### config.mk
export PLATFORM = sky130hd
export DESIGN_NAME = binary_max_heap_queue
export DESIGN_NICKNAME = d
export VERILOG_FILES = /design/src/design/bmhq_pkg.sv /design/src/design/bmhq_ram.sv /design/src/design/bmhq_ctrl.sv /design/src/design/bmhq_dp.sv /design/src/design/binary_max_heap_queue.sv
export SDC_FILE = /design/constraint.sdc
export NUM_CORES = 2
export LEC_CHECK = 0
export ABC_CLOCK_PERIOD_IN_PS = 21700
export BUFFER_PORTS_ARGS = -buffer_cell sky130_fd_sc_hd__buf_4
export CORE_ASPECT_RATIO = 1.25
export CORE_UTILIZATION = 30
export CTS_CLUSTER_SIZE = 20
export DETAILED_ROUTE_END_ITERATION = 12
export PLACE_DENSITY = 0.45
export SYNTH_ARGS = -nofsm -noshare
export SYNTH_HDL_FRONTEND = slang
export SYNTH_HIERARCHICAL = 1
export SYNTH_SLANG_ARGS = --single-unit
export TNS_END_PERCENT = 30
### constraint.sdc
create_clock -name clock -period 21.7 [get_ports clock]
set_clock_uncertainty 0.15 [all_clocks]
set_input_delay 1.085 -clock clock [delete_from_list [all_inputs] [get_ports clock]]
set_output_delay 1.085 -clock clock [all_outputs]
set_load 0.01 [all_outputs]
### src/design/bmhq_pkg.sv
// Package for the binary max-heap priority queue.
// Holds the shared constants, status codes and the controller/datapath structs.
// No dependencies.
package bmhq_pkg;

   // Default number of heap entries and fixed field widths.
   localparam int BMHQ_CAPACITY = 64;
   localparam int DATA_W        = 32;
   localparam int COUNT_OUT_W   = 7;

   // Status code reported with every response.
   typedef enum logic [1:0] {
      STATUS_OK    = 2'd0,
      STATUS_FULL  = 2'd1,
      STATUS_EMPTY = 2'd2
   } status_type;

   // Which heap index the memory read port addresses.
   typedef enum logic [1:0] {
      RD_PARENT = 2'd0,
      RD_LAST   = 2'd1,
      RD_LEFT   = 2'd2,
      RD_RIGHT  = 2'd3
   } rd_sel_type;

   // Commands from the controller to the datapath.
   typedef struct packed {
      logic       accept;     // latch the incoming request
      logic       do_insert;  // grow the heap, hole at the old count
      logic       do_remove;  // shrink the heap by one
      logic       set_full;   // report insert refused
      logic       set_empty;  // report remove refused
      logic       rd_en;      // issue a memory read
      rd_sel_type rd_sel;     // read address select
      logic       wr_val;     // write the moving value at the hole
      logic       up_move;    // move the parent down into the hole
      logic       load_last;  // take the last entry as the moving value
      logic       cap_left;   // capture the left child value
      logic       down_move;  // move the chosen child up into the hole
      logic       rsp_load;   // load the response register
   } dp_cmd_type;

   // Status from the datapath to the controller.
   typedef struct packed {
      logic is_remove;  // latched command is remove
      logic full;       // heap holds its capacity
      logic empty;      // heap holds nothing
      logic last_one;   // heap holds exactly one entry
      logic at_root;    // hole is at the root
      logic up_gt;      // moving value beats its parent
      logic left_ok;    // hole has a left child
      logic right_ok;   // hole has a right child
      logic child_gt;   // a child beats the moving value
      logic out_free;   // response register can take a new response
   } dp_stat_type;

endpackage

### src/design/bmhq_ram.sv
// Generic single-port-write, single-port-read RAM with registered read data.
// Stand-alone; used for the heap entry store.
module bmhq_ram #(
   parameter int WIDTH = 32,
   parameter int DEPTH = 64
) (
   input  logic                     clock,
   input  logic                     wr_en,
   input  logic [$clog2(DEPTH)-1:0] wr_addr,
   input  logic [WIDTH-1:0]         wr_data,
   input  logic                     rd_en,
   input  logic [$clog2(DEPTH)-1:0] rd_addr,
   output logic [WIDTH-1:0]         rd_data
);

   logic [WIDTH-1:0] mem_ff [DEPTH];
   logic [WIDTH-1:0] rd_data_ff;

   // Write port.
   always_ff @(posedge clock) begin
      if (wr_en) begin
         mem_ff[wr_addr] <= wr_data;
      end
   end

   // Registered read port.
   always_ff @(posedge clock) begin
      if (rd_en) begin
         rd_data_ff <= mem_ff[rd_addr];
      end
   end

   assign rd_data = rd_data_ff;

endmodule

### src/design/bmhq_ctrl.sv
// Controller state machine of the binary max-heap priority queue.
// Depends on bmhq_pkg for the command and status structs.
module bmhq_ctrl
   import bmhq_pkg::*;
(
   input  logic        clock,
   input  logic        reset,
   input  logic        req_valid,
   output logic        req_stall,
   input  dp_stat_type stat,
   output dp_cmd_type  cmd
);

   typedef enum logic [8:0] {
      S_IDLE     = 9'b000000001,
      S_DISPATCH = 9'b000000010,
      S_UP_CHK   = 9'b000000100,
      S_UP_WAIT  = 9'b000001000,
      S_DN_LOAD  = 9'b000010000,
      S_DN_CHK   = 9'b000100000,
      S_DN_L     = 9'b001000000,
      S_DN_R     = 9'b010000000,
      S_DONE     = 9'b100000000
   } state_type;

   state_type state_ff;
   state_type state_in;

   // Next state and command decode.
   always_comb begin
      cmd       = '0;
      state_in  = state_ff;
      req_stall = 1'b1;
      unique case (state_ff)
         S_IDLE: begin
            req_stall = 1'b0;
            if (req_valid) begin
               cmd.accept = 1'b1;
               state_in   = S_DISPATCH;
            end
         end
         S_DISPATCH: begin
            if (!stat.is_remove) begin
               if (stat.full) begin
                  cmd.set_full = 1'b1;
                  state_in     = S_DONE;
               end else begin
                  cmd.do_insert = 1'b1;
                  state_in      = S_UP_CHK;
               end
            end else if (stat.empty) begin
               cmd.set_empty = 1'b1;
               state_in      = S_DONE;
            end else begin
               cmd.do_remove = 1'b1;
               cmd.rd_en     = 1'b1;
               cmd.rd_sel    = RD_LAST;
               state_in      = stat.last_one ? S_DONE : S_DN_LOAD;
            end
         end
         S_UP_CHK: begin
            if (stat.at_root) begin
               cmd.wr_val = 1'b1;
               state_in   = S_DONE;
            end else begin
               cmd.rd_en  = 1'b1;
               cmd.rd_sel = RD_PARENT;
               state_in   = S_UP_WAIT;
            end
         end
         S_UP_WAIT: begin
            if (stat.up_gt) begin
               cmd.up_move = 1'b1;
               state_in    = S_UP_CHK;
            end else begin
               cmd.wr_val = 1'b1;
               state_in   = S_DONE;
            end
         end
         S_DN_LOAD: begin
            cmd.load_last = 1'b1;
            state_in      = S_DN_CHK;
         end
         S_DN_CHK: begin
            if (!stat.left_ok) begin
               cmd.wr_val = 1'b1;
               state_in   = S_DONE;
            end else begin
               cmd.rd_en  = 1'b1;
               cmd.rd_sel = RD_LEFT;
               state_in   = S_DN_L;
            end
         end
         S_DN_L: begin
            cmd.cap_left = 1'b1;
            if (stat.right_ok) begin
               cmd.rd_en  = 1'b1;
               cmd.rd_sel = RD_RIGHT;
            end
            state_in = S_DN_R;
         end
         S_DN_R: begin
            if (stat.child_gt) begin
               cmd.down_move = 1'b1;
               state_in      = S_DN_CHK;
            end else begin
               cmd.wr_val = 1'b1;
               state_in   = S_DONE;
            end
         end
         S_DONE: begin
            if (stat.out_free) begin
               cmd.rsp_load = 1'b1;
               state_in     = S_IDLE;
            end
         end
         default: begin
            state_in = S_IDLE;
         end
      endcase
   end

   // State register.
   always_ff @(posedge clock) begin
      if (reset) begin
         state_ff <= S_IDLE;
      end else begin
         state_ff <= state_in;
      end
   end

   // An accepted request is always decoded in the following cycle.
   a_accept_dispatch: assert property (@(posedge clock) disable iff (reset)
      (req_valid && !req_stall) |=> (state_ff == S_DISPATCH))
      else $error("accepted request not dispatched");

   // A finished response waits while the response register is occupied.
   a_done_holds: assert property (@(posedge clock) disable iff (reset)
      (state_ff == S_DONE && !stat.out_free) |=> (state_ff == S_DONE))
      else $error("response dropped while output busy");

   // The sift-up walk never moves past the root.
   a_up_not_root: assert property (@(posedge clock) disable iff (reset)
      cmd.up_move |-> !stat.at_root)
      else $error("sift-up move at root");

endmodule

### src/design/bmhq_dp.sv
// Datapath of the binary max-heap priority queue: entry store, hole index,
// moving value, compares and the response register.
// Depends on bmhq_pkg and bmhq_ram.
module bmhq_dp
   import bmhq_pkg::*;
#(
   parameter int CAPACITY = BMHQ_CAPACITY
) (
   input  logic                     clock,
   input  logic                     reset,
   input  dp_cmd_type               cmd,
   output dp_stat_type              stat,
   input  logic                     req_command,
   input  logic signed [DATA_W-1:0] req_value,
   output logic                     rsp_valid,
   input  logic                     rsp_stall,
   output logic signed [DATA_W-1:0] rsp_top_value,
   output logic [COUNT_OUT_W-1:0]   rsp_entry_count,
   output logic                     rsp_is_empty,
   output logic [1:0]               rsp_status
);

   localparam int AW = $clog2(CAPACITY);
   localparam int CW = $clog2(CAPACITY + 1);
   localparam int LW = AW + 2;

   // Request and walk state.
   logic                     is_remove_ff;
   logic signed [DATA_W-1:0] val_ff;
   logic [AW-1:0]            pos_ff;
   logic [CW-1:0]            count_ff;
   logic signed [DATA_W-1:0] left_val_ff;
   logic                     right_ok_ff;
   logic signed [DATA_W-1:0] top_ff;
   status_type               status_ff;

   // Response register.
   logic                     rsp_valid_ff;
   logic signed [DATA_W-1:0] out_top_ff;
   logic [COUNT_OUT_W-1:0]   out_count_ff;
   logic                     out_empty_ff;
   status_type               out_status_ff;

   // Memory port signals.
   logic [AW-1:0]            rd_addr;
   logic [DATA_W-1:0]        rd_data;
   logic signed [DATA_W-1:0] rd_val;
   logic                     wr_en;
   logic signed [DATA_W-1:0] wr_data;

   // Index arithmetic and compare results.
   logic [AW-1:0]            pos_m1;
   logic [AW-1:0]            parent_idx;
   logic [AW-1:0]            last_idx;
   logic [LW-1:0]            left_idx;
   logic [LW-1:0]            right_idx;
   logic                     left_gt;
   logic signed [DATA_W-1:0] best_val;
   logic                     right_gt;
   logic signed [DATA_W-1:0] child_val;
   logic [AW-1:0]            child_idx;

   // Heap neighbors of the hole.
   always_comb begin
      pos_m1     = pos_ff - AW'(1);
      parent_idx = pos_m1 >> 1;
      last_idx   = AW'(count_ff - CW'(1));
      left_idx   = LW'({pos_ff, 1'b1});
      right_idx  = left_idx + LW'(1);
   end

   // Read address select.
   always_comb begin
      unique case (cmd.rd_sel)
         RD_PARENT: rd_addr = parent_idx;
         RD_LAST:   rd_addr = last_idx;
         RD_LEFT:   rd_addr = left_idx[AW-1:0];
         RD_RIGHT:  rd_addr = right_idx[AW-1:0];
         default:   rd_addr = parent_idx;
      endcase
   end

   assign rd_val = $signed(rd_data);

   // Child choice: left wins a strict compare with the moving value, right
   // must strictly beat the larger of the two.
   always_comb begin
      left_gt   = left_val_ff > val_ff;
      best_val  = left_gt ? left_val_ff : val_ff;
      right_gt  = right_ok_ff && (rd_val > best_val);
      child_val = right_gt ? rd_val : left_val_ff;
      child_idx = right_gt ? right_idx[AW-1:0] : left_idx[AW-1:0];
   end

   // Write port: the hole always receives the write.
   always_comb begin
      wr_en = cmd.wr_val || cmd.up_move || cmd.down_move;
      priority if (cmd.wr_val) begin
         wr_data = val_ff;
      end else if (cmd.up_move) begin
         wr_data = rd_val;
      end else begin
         wr_data = child_val;
      end
   end

   bmhq_ram #(
      .WIDTH (DATA_W),
      .DEPTH (CAPACITY)
   ) u_ram (
      .clock   (clock),
      .wr_en   (wr_en),
      .wr_addr (pos_ff),
      .wr_data (wr_data),
      .rd_en   (cmd.rd_en),
      .rd_addr (rd_addr),
      .rd_data (rd_data)
   );

   // Status toward the controller.
   always_comb begin
      stat.is_remove = is_remove_ff;
      stat.full      = count_ff == CW'(CAPACITY);
      stat.empty     = count_ff == '0;
      stat.last_one  = count_ff == CW'(1);
      stat.at_root   = pos_ff == '0;
      stat.up_gt     = val_ff > rd_val;
      stat.left_ok   = left_idx < LW'(count_ff);
      stat.right_ok  = right_idx < LW'(count_ff);
      stat.child_gt  = left_gt || right_gt;
      stat.out_free  = !rsp_valid_ff || !rsp_stall;
   end

   // Entry count.
   always_ff @(posedge clock) begin
      if (reset) begin
         count_ff <= '0;
      end else if (cmd.do_insert) begin
         count_ff <= count_ff + CW'(1);
      end else if (cmd.do_remove) begin
         count_ff <= count_ff - CW'(1);
      end
   end

   // Request latch, hole index, moving value and root mirror.
   always_ff @(posedge clock) begin
      if (cmd.accept) begin
         is_remove_ff <= req_command;
         val_ff       <= req_value;
         status_ff    <= STATUS_OK;
      end else if (cmd.load_last) begin
         val_ff <= rd_val;
      end
      if (cmd.set_full) begin
         status_ff <= STATUS_FULL;
      end else if (cmd.set_empty) begin
         status_ff <= STATUS_EMPTY;
      end
      if (cmd.do_insert) begin
         pos_ff <= AW'(count_ff);
      end else if (cmd.up_move) begin
         pos_ff <= parent_idx;
      end else if (cmd.load_last) begin
         pos_ff <= '0;
      end else if (cmd.down_move) begin
         pos_ff <= child_idx;
      end
      if (cmd.cap_left) begin
         left_val_ff <= rd_val;
         right_ok_ff <= stat.right_ok;
      end
      if (wr_en && pos_ff == '0) begin
         top_ff <= wr_data;
      end
   end

   // Response register valid.
   always_ff @(posedge clock) begin
      if (reset) begin
         rsp_valid_ff <= 1'b0;
      end else if (cmd.rsp_load) begin
         rsp_valid_ff <= 1'b1;
      end else if (!rsp_stall) begin
         rsp_valid_ff <= 1'b0;
      end
   end

   // Response register payload.
   always_ff @(posedge clock) begin
      if (cmd.rsp_load) begin
         out_top_ff    <= (count_ff == '0) ? '0 : top_ff;
         out_count_ff  <= COUNT_OUT_W'(count_ff);
         out_empty_ff  <= count_ff == '0;
         out_status_ff <= status_ff;
      end
   end

   assign rsp_valid       = rsp_valid_ff;
   assign rsp_top_value   = out_top_ff;
   assign rsp_entry_count = out_count_ff;
   assign rsp_is_empty    = out_empty_ff;
   assign rsp_status      = out_status_ff;

   // The count never passes the capacity.
   a_count_bound: assert property (@(posedge clock) disable iff (reset)
      count_ff <= CW'(CAPACITY))
      else $error("entry count above capacity");

   // The count moves only on an insert or remove command.
   a_count_stable: assert property (@(posedge clock) disable iff (reset)
      !(cmd.do_insert || cmd.do_remove) |=> $stable(count_ff))
      else $error("entry count changed without a command");

   // A response is loaded only when the response register is free.
   a_rsp_no_overwrite: assert property (@(posedge clock) disable iff (reset)
      cmd.rsp_load |-> (!rsp_valid_ff || !rsp_stall))
      else $error("pending response overwritten");

endmodule

### src/design/binary_max_heap_queue.sv
// Top level of the binary max-heap priority queue.
// Depends on bmhq_pkg, bmhq_ctrl and bmhq_dp (which holds bmhq_ram).
//
//   Channel   Direction  Handshake              Payload
//   req_      in         req_valid / req_stall  req_command, req_value
//   rsp_      out        rsp_valid / rsp_stall  rsp_top_value, rsp_entry_count,
//                                               rsp_is_empty, rsp_status
//
// One request is processed at a time. An insert reads one parent for each level that the
// value rises, until it ends at the root or below a parent that it does not beat; a remove
// takes the last entry as the moving value at the root and reads the children for each
// level that it sinks. A refused request or the removal of the last entry does no sift walk.
// The pace of the walk is set by the single read port of the entry RAM and its registered
// read, which the sift walk uses once per parent and twice per child pair.
// Synchronous reset empties the heap at once; the RAM itself needs no clearing.
// A stalled response stays in the output register while the next request is
// already being worked on; that request completes once the register frees up.
module binary_max_heap_queue
   import bmhq_pkg::*;
#(
   parameter int CAPACITY = BMHQ_CAPACITY
) (
   input  logic                     clock,
   input  logic                     reset,
   input  logic                     req_valid,
   output logic                     req_stall,
   input  logic                     req_command,
   input  logic signed [DATA_W-1:0] req_value,
   output logic                     rsp_valid,
   input  logic                     rsp_stall,
   output logic signed [DATA_W-1:0] rsp_top_value,
   output logic [COUNT_OUT_W-1:0]   rsp_entry_count,
   output logic                     rsp_is_empty,
   output logic [1:0]               rsp_status
);

   dp_cmd_type  cmd;
   dp_stat_type stat;

   bmhq_ctrl u_ctrl (
      .clock     (clock),
      .reset     (reset),
      .req_valid (req_valid),
      .req_stall (req_stall),
      .stat      (stat),
      .cmd       (cmd)
   );

   bmhq_dp #(
      .CAPACITY (CAPACITY)
   ) u_dp (
      .clock           (clock),
      .reset           (reset),
      .cmd             (cmd),
      .stat            (stat),
      .req_command     (req_command),
      .req_value       (req_value),
      .rsp_valid       (rsp_valid),
      .rsp_stall       (rsp_stall),
      .rsp_top_value   (rsp_top_value),
      .rsp_entry_count (rsp_entry_count),
      .rsp_is_empty    (rsp_is_empty),
      .rsp_status      (rsp_status)
   );

endmodule
==> impl_metrics.ini <==
[routing]
routed_wl_um = 264400
ant_nets = 0
vias_per_cell = 5.090
wl_per_cell_um = 30.67
vias = 43870
drc_errors = 0
dr.pass1.iters = 7
first_iter_violations = 3878

[worst_setup_path]
cp-start-kind = flop
crit_required_ps = 22000
r2r_cells = 27
end_kind = flop
crit_type = reg2reg
r2r_slack_ps = 12640
cp_data_arrival_time_ps = 9370
crit_path_max_fanout = 26

[timing]
maxSlewHeadroom_pct = 17.41
rsz0062_at_grt = false
finalWorstSetupSlack_ps = 12640
tightestPinTransition_ps = 1213
finalSetupViolCount = 0
min_period_ps = 9062
post-route-period-util_pct = 41.76
fmax_mhz = 110.3
hold_violations = 0
drv_slew = 0
timing.setup.tns_ps = 0

[yosys]
synthArstFlopShare_pct = 0
synth_edf_count = 2226
synth_area_sq_mm = 0.08925
synth.yosys.seq_area_share_pct = 75.32
ys_seq_elements = 2245
synth_warnings = 6
avgSynthCellArea_sq_um = 20.87
synth_cell_types = 71
synth_nets = 4428
synthCells = 4277
synth-main-ff-cell = edfxtp_1

[pwr]
total_power_mw = 8.918
irDropWorstVdd_mv = 0.06380
powerDensity_mw_per_mm2 = 86.67
leakagePower_nw = 32.22

[cts]
cts_tree = done
clkLatencyLatePin_ps = 900
clkSinkCount = 2245
clk_pin_slew_ps = 60
numCtsBuffers = 226
clk_path_buf_depth = 4
cts_resized = 0
postCtsSetupBuffers = 0
ctsHoldBuffers = 0
htree_levels = 4
clock-root-buffer = clkbuf_16

[floorplan]
dieHeight_um = 611.8
rows = 223
die_w_um = 489.9
initial_core_util_pct = 30.21
io-pin-count = 81
core_area_sq_mm = 0.2955
dieArea_sq_mm = 0.2997

[final_layout]
multi_input_area_sq_mm = 0.02155
final-seq-area_sq_mm = 0.06722
finalInstanceArea_sq_mm = 0.1029
drive_above_1_share_pct = 25.80
post_layout_nonfiller_instances = 8619
final_nets = 4662
synthToLayoutAreaGrowth_pct = 15.28
n_fill_cell = 27440

[grt]
grt_pass1_vias = 45570
overflow = 0
grt_pass1_wl_um = 368500
grt_max_degree = 91
grt_use_total_pct = 17.60
antenna_found_initial = 19

[place]
port_buffers = 80
dpl_cell_area_sq_mm = 0.09582
dp_slack_ps = 12630
routabilityCongestion = 0.8022
post-place-cells = 8220
dp_hpwl_um = 148400

[run_status]
status = completed

[run]
cap_violations = 0

[hold_path]
hold_class = in2reg
hold_depth = 1
## state kept, by name, summed over array words and instances, names as in the netlist
name,flops
u_ctrl/state_ff,9
u_dp/count_ff,7
u_dp/is_remove_ff,1
u_dp/left_val_ff,32
u_dp/pos_ff,6
u_dp/right_ok_ff,1
u_dp/rsp_entry_count,7
u_dp/rsp_is_empty,1
u_dp/rsp_status,2
u_dp/rsp_top_value,32
u_dp/rsp_valid,1
u_dp/status_ff,2
u_dp/top_ff,32
u_dp/u_ram/mem_ff,2048
u_dp/u_ram/rd_data,32
u_dp/val_ff,32
## power breakdown
| group | leakage [nW] | total (mW) | switching [mW] | internal [mW] |
|---|---|---|---|---|
| logic | 8.59 | 0.310 | 0.205 | 0.105 |
| registers | 20.2 | 4.78 | 0.00922 | 4.77 |
| clock network | 3.45 | 3.83 | 1.65 | 2.18 |
## worst max-delay path, cell delays in order (launching register included)
cell and delay (ps):
edfxtp_1 390, inv_1 100, ha_1 300, nor2b_1 130, o21ai_0 80, nand2b_1 80, a21oi_1 70, o21ai_0 500
a221oi_2 150, a21oi_4 680, buf_4 480, mux2i_1 240, ha_1 280, nand4_1 120, nor2_1 100, a221o_1 290
o41a_1 350, o211ai_2 390, nand2_1 290, or2_2 360, nor3b_1 200, a21oi_1 90, o32ai_4 240, or3_1 320
nor2b_1 220, nand4b_1 390, nor3_2 1000, buf_4 610
## layout make-up
class	count	area share (%)
clock inverter	128	1.183
antenna	7	0.01702
clock buffer	264	5.676
timing repair buffer	227	1.741
multi-input combinational	1725	20.95
sequential	2245	65.34
tap	3937	4.788
inverter	86	0.3137
## Yosys cell counts (4+ instances only)
library cell  number  area share, %
nand3_1           19           0.11
a211oi_1           4          0.034
buf_1             21          0.088
inv_1             86           0.36
o31ai_1            4          0.034
clkbuf_1         103           0.43
nor4_1             7          0.049
nor3_1            24           0.13
dfxtp_1           19           0.43
and3_1            10          0.070
o211ai_1           7          0.059
o22ai_1           87           0.61
nand3b_1           8          0.067
nand2_1           99           0.42
mux2i_1          192            2.2
nor2b_1           24           0.17
a41o_1             4          0.045
edfxtp_1        2226             75
a21oi_1           98           0.55
a22oi_1           12           0.10
a311oi_1           8          0.079
buf_4             26           0.22
and2_1            38           0.27
a21o_1            17           0.14
nand4_1           26           0.18
mux4_2           545             14
o32ai_1            5          0.049
nor3b_1            5          0.042
buf_6             11           0.14
or3_1              6          0.042
o21a_1             5          0.042
xor2_1             8          0.079
o221ai_1          28           0.27
or2_2              6          0.042
nor2_1           174           0.73
ha_1             114            1.6
o21ai_0           51           0.29
xnor2_1           19           0.19
buf_2             57           0.32
or4_1              4          0.034
nand2b_1          22           0.15
## cells in the final DEF, fill, tap and decap left out, types with 19 or more instances in the layout
| cell type | netlist | routed |
|---|---|---|
| edfxtp_1 | 2226 | 2226 |
| o21ai_0 | 51 | 47 |
| mux2i_4 | 0 | 32 |
| nor3_1 | 24 | 21 |
| dfxtp_1 | 19 | 19 |
| xnor2_1 | 19 | 19 |
| o221ai_1 | 28 | 28 |
| buf_4 | 26 | 220 |
| nand2_1 | 99 | 99 |
| o22ai_1 | 87 | 86 |
| and2_1 | 38 | 37 |
| nand4_1 | 26 | 26 |
| mux2i_1 | 192 | 160 |
| nand2b_1 | 22 | 20 |
| nor2_1 | 174 | 112 |
| nor2b_1 | 24 | 24 |
| inv_1 | 86 | 86 |
| clkbuf_16 | 0 | 228 |
| a21oi_1 | 98 | 98 |
| mux4_2 | 545 | 544 |
| nor2_4 | 0 | 62 |
| clkinv_2 | 0 | 35 |
| nand3_1 | 19 | 19 |
| bufinv_16 | 0 | 23 |
| ha_1 | 114 | 114 |
| clkbuf_1 | 103 | 36 |
| clkinv_1 | 0 | 56 |
## metrics by stage
stage,util [%],hold slack (ps)
after floorplan,-,256.4
after global placement,32.43,272.9
after detailed placement,32.43,272.8
after CTS,34.82,178.6
after global routing,34.82,206.2
final,34.82,253.8
## per-layer routing
| layer | part of all wire (%) | routed length (um) | up-vias | global-route usage [%] |
|---|---|---|---|---|
| met5 | 0 | 0 | - | 0 |
| met4 | 3.0 | 8055 | 0 | 5.308 |
| met3 | 4.4 | 11610 | 313 | 1.940 |
| met2 | 51 | 135800 | 1080 | 30.85 |
| met1 | 41 | 108900 | 24220 | 22.76 |
| li1 | - | - | 18260 | - |
## kinds of logic (layout without fill, tap and decap cells)
| logic type | Yosys count | after routing | synth area share, % |
|---|---|---|---|
| multiplexers | 738 | 738 | 15.92 |
| AO/OA/AOI/OAI | 355 | 355 | 2.563 |
| AND/OR/NAND/NOR | 491 | 491 | 2.711 |
| adder cells (fa/ha/maj) | 114 | 114 | 1.598 |
| other | 0 | 7 | 0 |
| buffers and inverters | 307 | 705 | 1.628 |
| flip-flops | 2245 | 2245 | 75.32 |
| XOR/XNOR | 27 | 27 | 0.2650 |
## final timing paths
| path | from | endpoint |
|---|---|---|
| max | u_dp/val_ff[1] | u_dp/u_ram/mem_ff[48][16] |
| min | req_command | u_dp/is_remove_ff |
| max reg2reg | u_dp/val_ff[1] | u_dp/u_ram/mem_ff[48][16] |
| min reg2reg | u_dp/status_ff[1] | u_dp/rsp_status[1] |
Power figures use the tool's default switching activity.
